<file path="src/design/life_grid_generation_step_assert.svh">
// ----------------------------------------------------------------------------
// life_grid_generation_step assertion macros
// Clocked property helpers used by the grid stepper top level to check itself.
// ----------------------------------------------------------------------------
`ifndef LIFE_GRID_GENERATION_STEP_ASSERT_SVH
`define LIFE_GRID_GENERATION_STEP_ASSERT_SVH

// same-cycle implication, checked out of reset
`define LGS_ASSERT_SAME(lbl, ante, cons, msg) \
    lbl: assert property (@(posedge clk) disable iff (!rst_n) (ante) |-> (cons)) \
        else $error(msg);

// next-cycle implication, checked out of reset
`define LGS_ASSERT_NEXT(lbl, ante, cons, msg) \
    lbl: assert property (@(posedge clk) disable iff (!rst_n) (ante) |=> (cons)) \
        else $error(msg);

`endif

</file>
<file path="src/design/lgs_pkg.sv">
// ----------------------------------------------------------------------------
// lgs_pkg
// Shared constants, mode codes and control structs of the grid stepper.
// ----------------------------------------------------------------------------
package lgs_pkg;

    localparam int ROWS_DEFAULT = 16;
    localparam int COLS_DEFAULT = 16;

    localparam logic [1:0] MODE_WRITE   = 2'd0;
    localparam logic [1:0] MODE_ADVANCE = 2'd1;
    localparam logic [1:0] MODE_READ    = 2'd2;

    // B3/S23 neighbor counts
    localparam logic [3:0] NBR_BIRTH = 4'd3;
    localparam logic [3:0] NBR_KEEP  = 4'd2;

    typedef struct packed {
        logic host_wr;    // write row from input transaction
        logic host_rd;    // issue read of selected row
        logic adv_start;  // issue read of row 0, clear row above, counter and change flag
        logic prime;      // load middle row, issue read of row 1
        logic adv_step;   // emit next row, write back, slide window
        logic rd_out;     // emit read result
    } lgs_cmd_t;

    typedef struct packed {
        logic out_free;   // output register can take a result this cycle
        logic adv_last;   // row counter on last row
    } lgs_status_t;

endpackage

</file>
<file path="src/design/life_grid_generation_step.sv">
// ----------------------------------------------------------------------------
// life_grid_generation_step
// Game of Life grid (B3/S23, dead border): row write, row read, one-generation
// sweep reporting every new row.
// ----------------------------------------------------------------------------
//  channel | handshake            | payload
//  --------+----------------------+-------------------------------------------
//  input   | in_valid / in_stall  | mode, row_select, row_cells
//  output  | out_valid / out_stall| row_number, row_state, row_changed,
//          |                      | any_changed, last
//
//  Write: no result. Read: the result goes through the registered memory read port.
//  Advance: rows 0 and 1 are fetched first, then one row per cycle through the
//  three-row window while the output is not stalled, one result per row.
//  Reset clears the per-row valid bits, so the grid reads dead at once.
//  out_stall holds the sweep on the current row; input is stalled until the
//  transaction's last result is in the output register.
// ----------------------------------------------------------------------------
module life_grid_generation_step #(
    parameter int ROWS = lgs_pkg::ROWS_DEFAULT,
    parameter int COLS = lgs_pkg::COLS_DEFAULT
) (
    input  logic        clk,
    input  logic        rst_n,
    input  logic        in_valid,
    output logic        in_stall,
    input  logic [1:0]  mode,
    input  logic [3:0]  row_select,
    input  logic [15:0] row_cells,
    output logic        out_valid,
    input  logic        out_stall,
    output logic [3:0]  row_number,
    output logic [15:0] row_state,
    output logic        row_changed,
    output logic        any_changed,
    output logic        last
);
    import lgs_pkg::*;

    lgs_cmd_t    cmd;
    lgs_status_t status;

    lgs_ctrl u_ctrl (
        .clk      (clk),
        .rst_n    (rst_n),
        .in_valid (in_valid),
        .in_stall (in_stall),
        .mode     (mode),
        .status   (status),
        .cmd      (cmd)
    );

    lgs_datapath #(
        .ROWS (ROWS),
        .COLS (COLS)
    ) u_datapath (
        .clk         (clk),
        .rst_n       (rst_n),
        .cmd         (cmd),
        .status      (status),
        .row_select  (row_select),
        .row_cells   (row_cells),
        .out_valid   (out_valid),
        .out_stall   (out_stall),
        .row_number  (row_number),
        .row_state   (row_state),
        .row_changed (row_changed),
        .any_changed (any_changed),
        .last        (last)
    );

`include "life_grid_generation_step_assert.svh"

    `LGS_ASSERT_SAME(a_step_needs_slot, cmd.adv_step || cmd.rd_out, status.out_free, "result issued into a full output register")
    `LGS_ASSERT_SAME(a_one_cmd, 1'b1, $onehot0(cmd), "more than one datapath command at once")
    `LGS_ASSERT_NEXT(a_sweep_ends_idle, cmd.adv_step && status.adv_last, !in_stall && out_valid && last, "sweep did not end with last result and idle")
    `LGS_ASSERT_SAME(a_any_only_last, out_valid && any_changed, last, "any_changed set on a non-final result")

endmodule

</file>
<file path="src/design/lgs_ctrl.sv">
// ----------------------------------------------------------------------------
// lgs_ctrl
// Sequencer for row write, row read and generation sweep.
// ----------------------------------------------------------------------------
module lgs_ctrl (
    input  logic                 clk,
    input  logic                 rst_n,
    input  logic                 in_valid,
    output logic                 in_stall,
    input  logic [1:0]           mode,
    input  lgs_pkg::lgs_status_t status,
    output lgs_pkg::lgs_cmd_t    cmd
);
    import lgs_pkg::*;

    typedef enum logic [3:0] {
        S_IDLE    = 4'b0001,
        S_RD_WAIT = 4'b0010,
        S_PRIME   = 4'b0100,
        S_ADV     = 4'b1000
    } state_t;

    state_t state_reg;
    state_t state_next;
    logic   accept;

    assign in_stall = (state_reg != S_IDLE);
    assign accept   = in_valid && (state_reg == S_IDLE);

    always_comb
    begin
        cmd        = '0;
        state_next = state_reg;
        case (state_reg)
            S_IDLE:
            begin
                if (accept)
                begin
                    case (mode)
                        MODE_WRITE:
                        begin
                            cmd.host_wr = 1'b1;
                        end
                        MODE_ADVANCE:
                        begin
                            cmd.adv_start = 1'b1;
                            state_next    = S_PRIME;
                        end
                        MODE_READ:
                        begin
                            cmd.host_rd = 1'b1;
                            state_next  = S_RD_WAIT;
                        end
                        default:
                        begin
                            // unused mode: dropped
                        end
                    endcase
                end
            end
            S_RD_WAIT:
            begin
                if (status.out_free)
                begin
                    cmd.rd_out = 1'b1;
                    state_next = S_IDLE;
                end
            end
            S_PRIME:
            begin
                cmd.prime  = 1'b1;
                state_next = S_ADV;
            end
            S_ADV:
            begin
                if (status.out_free)
                begin
                    cmd.adv_step = 1'b1;
                    if (status.adv_last)
                    begin
                        state_next = S_IDLE;
                    end
                end
            end
            default:
            begin
                state_next = S_IDLE;
            end
        endcase
    end

    always_ff @(posedge clk or negedge rst_n)
    begin
        if (!rst_n)
        begin
            state_reg <= S_IDLE;
        end
        else
        begin
            state_reg <= state_next;
        end
    end

endmodule

</file>
<file path="src/design/lgs_datapath.sv">
// ----------------------------------------------------------------------------
// lgs_datapath
// Grid row memory, three-row window, B3/S23 row update and output register.
// ----------------------------------------------------------------------------
module lgs_datapath #(
    parameter int ROWS = lgs_pkg::ROWS_DEFAULT,
    parameter int COLS = lgs_pkg::COLS_DEFAULT
) (
    input  logic                 clk,
    input  logic                 rst_n,
    input  lgs_pkg::lgs_cmd_t    cmd,
    output lgs_pkg::lgs_status_t status,
    input  logic [3:0]           row_select,
    input  logic [15:0]          row_cells,
    output logic                 out_valid,
    input  logic                 out_stall,
    output logic [3:0]           row_number,
    output logic [15:0]          row_state,
    output logic                 row_changed,
    output logic                 any_changed,
    output logic                 last
);
    import lgs_pkg::*;

    localparam int RW = $clog2(ROWS);

    // grid storage; a row never written reads as dead
    logic [COLS-1:0] mem [ROWS];
    logic [ROWS-1:0] row_vld_reg;

    logic [COLS-1:0] rd_data_reg;
    logic            rd_ok_reg;
    logic            rd_ok_next;
    logic [3:0]      rd_sel_reg;
    logic [COLS-1:0] rd_row;

    logic [COLS-1:0] above_reg;
    logic [COLS-1:0] mid_reg;
    logic [COLS-1:0] below;
    logic [RW-1:0]   r_reg;
    logic            any_reg;
    logic            any_next;

    logic            host_in_range;
    logic            step_rd_ok;
    logic            rd_en;
    logic [RW-1:0]   rd_addr;
    logic            wr_en;
    logic [RW-1:0]   wr_addr;
    logic [COLS-1:0] wr_data;

    logic [COLS+1:0] a_pad;
    logic [COLS+1:0] m_pad;
    logic [COLS+1:0] b_pad;
    logic [COLS-1:0] nrow;
    logic            changed;

    logic            out_valid_reg;
    logic            out_load;

    assign host_in_range   = (int'(row_select) < ROWS);
    assign step_rd_ok      = (int'(r_reg) + 2 < ROWS);
    assign status.adv_last = (int'(r_reg) == ROWS - 1);
    assign status.out_free = !out_valid_reg || !out_stall;

    // ---------------- memory ports ----------------
    assign rd_en = cmd.host_rd || cmd.adv_start || cmd.prime || (cmd.adv_step && step_rd_ok);

    always_comb
    begin
        if (cmd.host_rd)
        begin
            rd_addr = RW'(row_select);
        end
        else if (cmd.adv_start)
        begin
            rd_addr = '0;
        end
        else if (cmd.prime)
        begin
            rd_addr = RW'(1);
        end
        else
        begin
            rd_addr = r_reg + RW'(2);
        end
    end

    assign rd_ok_next = row_vld_reg[rd_addr] && (!cmd.host_rd || host_in_range);

    assign wr_en   = (cmd.host_wr && host_in_range) || cmd.adv_step;
    assign wr_addr = cmd.adv_step ? r_reg : RW'(row_select);
    assign wr_data = cmd.adv_step ? nrow : COLS'(row_cells);

    always_ff @(posedge clk)
    begin
        if (wr_en)
        begin
            mem[wr_addr] <= wr_data;
        end
        if (rd_en)
        begin
            rd_data_reg <= mem[rd_addr];
        end
        if (cmd.host_rd)
        begin
            rd_sel_reg <= row_select;
        end
    end

    always_ff @(posedge clk or negedge rst_n)
    begin
        if (!rst_n)
        begin
            row_vld_reg <= '0;
            rd_ok_reg   <= 1'b0;
        end
        else
        begin
            if (wr_en)
            begin
                row_vld_reg[wr_addr] <= 1'b1;
            end
            if (rd_en)
            begin
                rd_ok_reg <= rd_ok_next;
            end
        end
    end

    assign rd_row = rd_ok_reg ? rd_data_reg : '0;
    // past the bottom edge the row below is dead
    assign below  = status.adv_last ? '0 : rd_row;

    // ---------------- generation update ----------------
    assign a_pad = {1'b0, above_reg, 1'b0};
    assign m_pad = {1'b0, mid_reg, 1'b0};
    assign b_pad = {1'b0, below, 1'b0};

    for (genvar c = 0; c < COLS; c++)
    begin : g_cell
        logic [3:0] cnt;
        assign cnt = 4'(a_pad[c]) + 4'(a_pad[c+1]) + 4'(a_pad[c+2])
                   + 4'(m_pad[c]) + 4'(m_pad[c+2])
                   + 4'(b_pad[c]) + 4'(b_pad[c+1]) + 4'(b_pad[c+2]);
        assign nrow[c] = (cnt == NBR_BIRTH) || (mid_reg[c] && (cnt == NBR_KEEP));
    end

    assign changed  = (nrow != mid_reg);
    assign any_next = any_reg | changed;

    always_ff @(posedge clk)
    begin
        if (cmd.adv_start)
        begin
            above_reg <= '0;
        end
        else if (cmd.adv_step)
        begin
            above_reg <= mid_reg;
        end
        if (cmd.prime)
        begin
            mid_reg <= rd_row;
        end
        else if (cmd.adv_step)
        begin
            mid_reg <= below;
        end
    end

    always_ff @(posedge clk or negedge rst_n)
    begin
        if (!rst_n)
        begin
            r_reg   <= '0;
            any_reg <= 1'b0;
        end
        else if (cmd.adv_start)
        begin
            r_reg   <= '0;
            any_reg <= 1'b0;
        end
        else if (cmd.adv_step)
        begin
            r_reg   <= r_reg + RW'(1);
            any_reg <= any_next;
        end
    end

    // ---------------- output register ----------------
    assign out_load = cmd.adv_step || cmd.rd_out;

    always_ff @(posedge clk or negedge rst_n)
    begin
        if (!rst_n)
        begin
            out_valid_reg <= 1'b0;
        end
        else if (out_load)
        begin
            out_valid_reg <= 1'b1;
        end
        else if (!out_stall)
        begin
            out_valid_reg <= 1'b0;
        end
    end

    always_ff @(posedge clk)
    begin
        if (cmd.adv_step)
        begin
            row_number  <= 4'(r_reg);
            row_state   <= 16'(nrow);
            row_changed <= changed;
            any_changed <= status.adv_last ? any_next : 1'b0;
            last        <= status.adv_last;
        end
        else if (cmd.rd_out)
        begin
            row_number  <= rd_sel_reg;
            row_state   <= 16'(rd_row);
            row_changed <= 1'b0;
            any_changed <= 1'b0;
            last        <= 1'b1;
        end
    end

    assign out_valid = out_valid_reg;

endmodule
</file>
<file path="config.mk">
export PLATFORM = sky130hd
export DESIGN_NAME = life_grid_generation_step
export DESIGN_NICKNAME = d
export VERILOG_FILES = /design/src/design/lgs_pkg.sv /design/src/design/life_grid_generation_step.sv /design/src/design/lgs_ctrl.sv /design/src/design/lgs_datapath.sv
export VERILOG_INCLUDE_DIRS = /design/src /design/src/design
export SDC_FILE = /design/constraint.sdc
export NUM_CORES = 1
export LEC_CHECK = 0
export BUFFER_PORTS_ARGS = -buffer_cell sky130_fd_sc_hd__buf_2
export CAP_MARGIN = 10
export CORE_UTILIZATION = 57
export CTS_CLUSTER_DIAMETER = 60
export DETAILED_ROUTE_END_ITERATION = 7
export GPL_TIMING_DRIVEN = 0
export PLACE_DENSITY_LB_ADDON = 0.15
export RECOVER_POWER = 25
export SYNTH_ARGS = -nofsm -noshare
export SYNTH_HDL_FRONTEND = slang
export SYNTH_SLANG_ARGS = --single-unit
</file>
<file path="constraint.sdc">
create_clock -name clk -period 13.7 [get_ports clk]
set_input_delay 4.11 -clock clk [delete_from_list [all_inputs] [get_ports clk]]
set_output_delay 4.11 -clock clk [all_outputs]
set_load 0.02 [all_outputs]
</file>
==> results.yml <==
clocking:
  cts_tree: "done"
  cts-resized-gates: 0
  path_clk_slew_ps: 60
  post-cts-setup-buffers: 0
  clockRootBuffer: "clkbuf_16"
  insertion_delay_ps: 540
  cts_made_buffers: 39
  ctsLongestPathBuffers: 3
  cts_hold_buf: 0
  htree_levels: 2
  clock_sinks: 358
cells_and_area:
  regMostFlops: "u_datapath.mem"
  n_antenna_cell: 0
  fill_cells: 2214
  largest_reg_flops: 256
  utilization: 0.656
  final_nets: 1446
  area_delta_synth_final_pct: 13.1
  layout-drive-gt1-share: 0.158
global_route:
  gr-usage-met1: 0.354
  busiest_layer: "met2"
  gr-usage-all-layers: 0.268
  grt_max_degree: 28
  antenna_found_initial: 0
  grt_first_pass_wirelength_um: 61200
  use_met3: 0.0387
  grt_pass1_vias: 10600
  grtUsageMet2: 0.456
  grt_remaining_overflow: 0
critical_path:
  required_ps: 13970
  cp-end-kind: "flop"
  cp_top_family: "buffers and inverters"
  crit_arrival_ps: 6890
  slowest_delay_ps: 430
  ff2ff_setup_slack_ps: 7820
  rr_startpoint: "u_datapath.r_reg[1]"
  path_buf_inv: 4
  critPathKind: "in -> reg"
  cp_max_fo: 11
  cp-start-kind: "primary input"
  r2r_cells: 17
  path_cells: "clkbuf_1, inv_1, ha_1, and3_1, clkbuf_1, nand2_1, o21ai_1, buf_2, mux4_2, a22oi_1, nand2_1"
  reg2reg_to: "u_datapath.any_changed"
  worst_path_max_delay_cell: "buf_2"
pwr:
  seqPwrFrac: 0.411
  ir_drop_mv: 0.109
  combPwrFrac: 0.242
  p_sw_frac: 0.295
  p_leak_uw: 0.00735
  pwr-share-clk: 0.346
  internal_power_uw: 2150
  p_per_area_nw_per_um2: 157
  switchingPower_uw: 898
logic_synthesis:
  synth-xor-area-share: 0.00255
  synthTopCellsByArea: "edfxtp_1 55%, mux4_2 8.4%, fa_1 6.9%"
  synth_area_um2: 17200
  ys_ff_latch: 358
  yosysTopAreaCellShare: 0.550
  synthCells: 1202
  synth.avg_cell_area_um2: 14.3
  synthFlopType: "edfxtp_1"
  synth_edf_count: 315
  async_flop_share: 0.0754
  yosysTopAreaCell: "edfxtp_1"
  ys_types: 64
  synthMuxAreaShare: 0.0926
  synthAdderAreaFrac: 0.106
  ys_seq_area_frac: 0.608
  synthSimpleGateAreaFrac: 0.0934
  synth-compound-area-share: 0.0536
  yosysMostFrequentCell: "edfxtp_1"
  synth_top_family_by_area: "adder cells"
  ys.warnings.count: 0
  syn_nets: 1338
  synthTopCellsByCount: "315 x edfxtp_1, 142 x inv_1, 129 x nand2_1"
hold_path:
  hold_depth: 1
  min_to: "u_datapath.row_vld_reg[8]"
  hold_start: "u_datapath.row_vld_reg[8]"
  hold_path_class: "reg -> reg"
sta:
  finalCritPeriodShare: 0.483
  hold_viol: 0
  tns_ps: 0
  finalMaxSlewViolations: 28
  clock_skew_ps: 15.1
  rsz0062_at_grt: "no"
  layout_min_cycle_time_ps: 6620
  slew-limit-headroom: -0.0473
  setup_violations: 0
  timing.fmax_mhz: 151
  tightest_slew_ps: 1570
place:
  routabilityCongestion: 0.942
  dp_hpwl_um: 28600
  numPortBuffers: 50
run:
  max_cap_violations: 1
die:
  die_h_um: 176
  core_area_um2: 29600
  io_pins: 51
  die_area_um2: 30800
  fp.dieW_um: 176
  initial_core_util: 0.580
  rows: 63
drt:
  drt-vias-per-instance: 6.00
  drc: 0
  finalWirelength_um: 39500
  wire_per_inst_um: 22.8
  num_vias: 10400
  first_pass_iters: 5
  ant_nets: 0
  drt-initial-drc-count: 827
outcome:
  status: "finished, violations left"
  violations: "max-capacitance violations, max-slew violations"
power by group through the flow:
stage                     Clock [µW]  Sequential [µW]  Combinational [µW]
after global placement             0             1270                 693
after global routing            1110             1260                 819
final                           1050             1250                 738
after detailed placement           0             1270                 720
after CTS                       1070             1250                 733
after floorplan                    0             1270                 526
per-stage QoR:
stage | cells | cell area [µm²] | hold slack, ps | setup WS, ps | power [µW]
after global routing | 1728 | 19400 | 475 | 6860 | 3180
after CTS | 1728 | 19500 | 469 | 7130 | 3060
final | 1728 | 19400 | 468 | 7080 | 3050
after floorplan | 1202 | 17200 | 439 | 7300 | 1790
after detailed placement | 1659 | 18300 | 453 | 6560 | 2000
after global placement | 1642 | 17900 | 451 | 6490 | 1970
layer usage:
layer	part of all wire	wire, µm
met5	0	0
met2	0.50	19700
met3	0.064	2540
met1	0.41	16000
met4	0.030	1190
layout make-up:
| cell class | count | area, µm² | area share |
|---|---|---|---|
| multi-input cells | 663 | 6010 | 0.309 |
| flip-flops and latches | 358 | 10500 | 0.538 |
| plain buffers | 38 | 208 | 0.0107 |
| inverters | 143 | 537 | 0.0276 |
| well taps | 390 | 488 | 0.0251 |
| clock buffers | 43 | 991 | 0.0510 |
| clock inverters | 26 | 293 | 0.0151 |
| repair buffers | 67 | 448 | 0.0231 |
logic make-up (layout without fill, tap and decap cells):
| family | Yosys count | in the layout |
|---|---|---|
| flip-flops | 358 | 358 |
| AND/OR/NAND/NOR | 332 | 332 |
| buffers and inverters | 181 | 317 |
| AO/OA/AOI/OAI | 137 | 137 |
| adder cells (fa/ha/maj) | 110 | 110 |
| multiplexers | 79 | 79 |
| XOR/XNOR | 5 | 5 |
cell usage in the layout (no fill, tap or decap), types with 5 or more instances in the layout:
cell type  instances
clkinv_1           6
dfxtp_1           16
a21oi_1           16
nor3_1             9
ha_1              51
a22oi_1           36
inv_1            142
a211oi_1           6
dfrtp_1           26
mux2i_1           15
nor3b_1            7
nand4b_1           5
edfxtp_1         315
clkbuf_16         39
o211ai_1          11
nor2_2            15
nand2b_1           7
nor2b_1           11
a31oi_1            7
nor2_1            55
nand2_1          129
nand3_1           33
buf_2             32
nand4_1           11
clkinv_2           8
and3_1             8
o21ai_0           38
buf_8              9
fa_1              59
bufinv_16          5
buf_6              6
mux4_2            64
xnor2_1            5
clkbuf_1          58
or2_2             17
how the worst max path moves through the flow:
stage	startpoint	to	slack [ps]	cells past startpoint
floorplan	mode[0]	u_datapath.rd_data_reg[11]	7300	9
global placement	out_stall	u_datapath.mem[6][8]	6490	6
detailed placement	mode[0]	u_datapath.rd_data_reg[2]	6560	10
CTS	mode[0]	u_datapath.rd_data_reg[2]	7130	10
global route	mode[0]	u_datapath.rd_data_reg[2]	6860	11
finish	mode[0]	u_datapath.rd_data_reg[2]	7080	11
No activity file was read; power rests on OpenSTA's default activity.
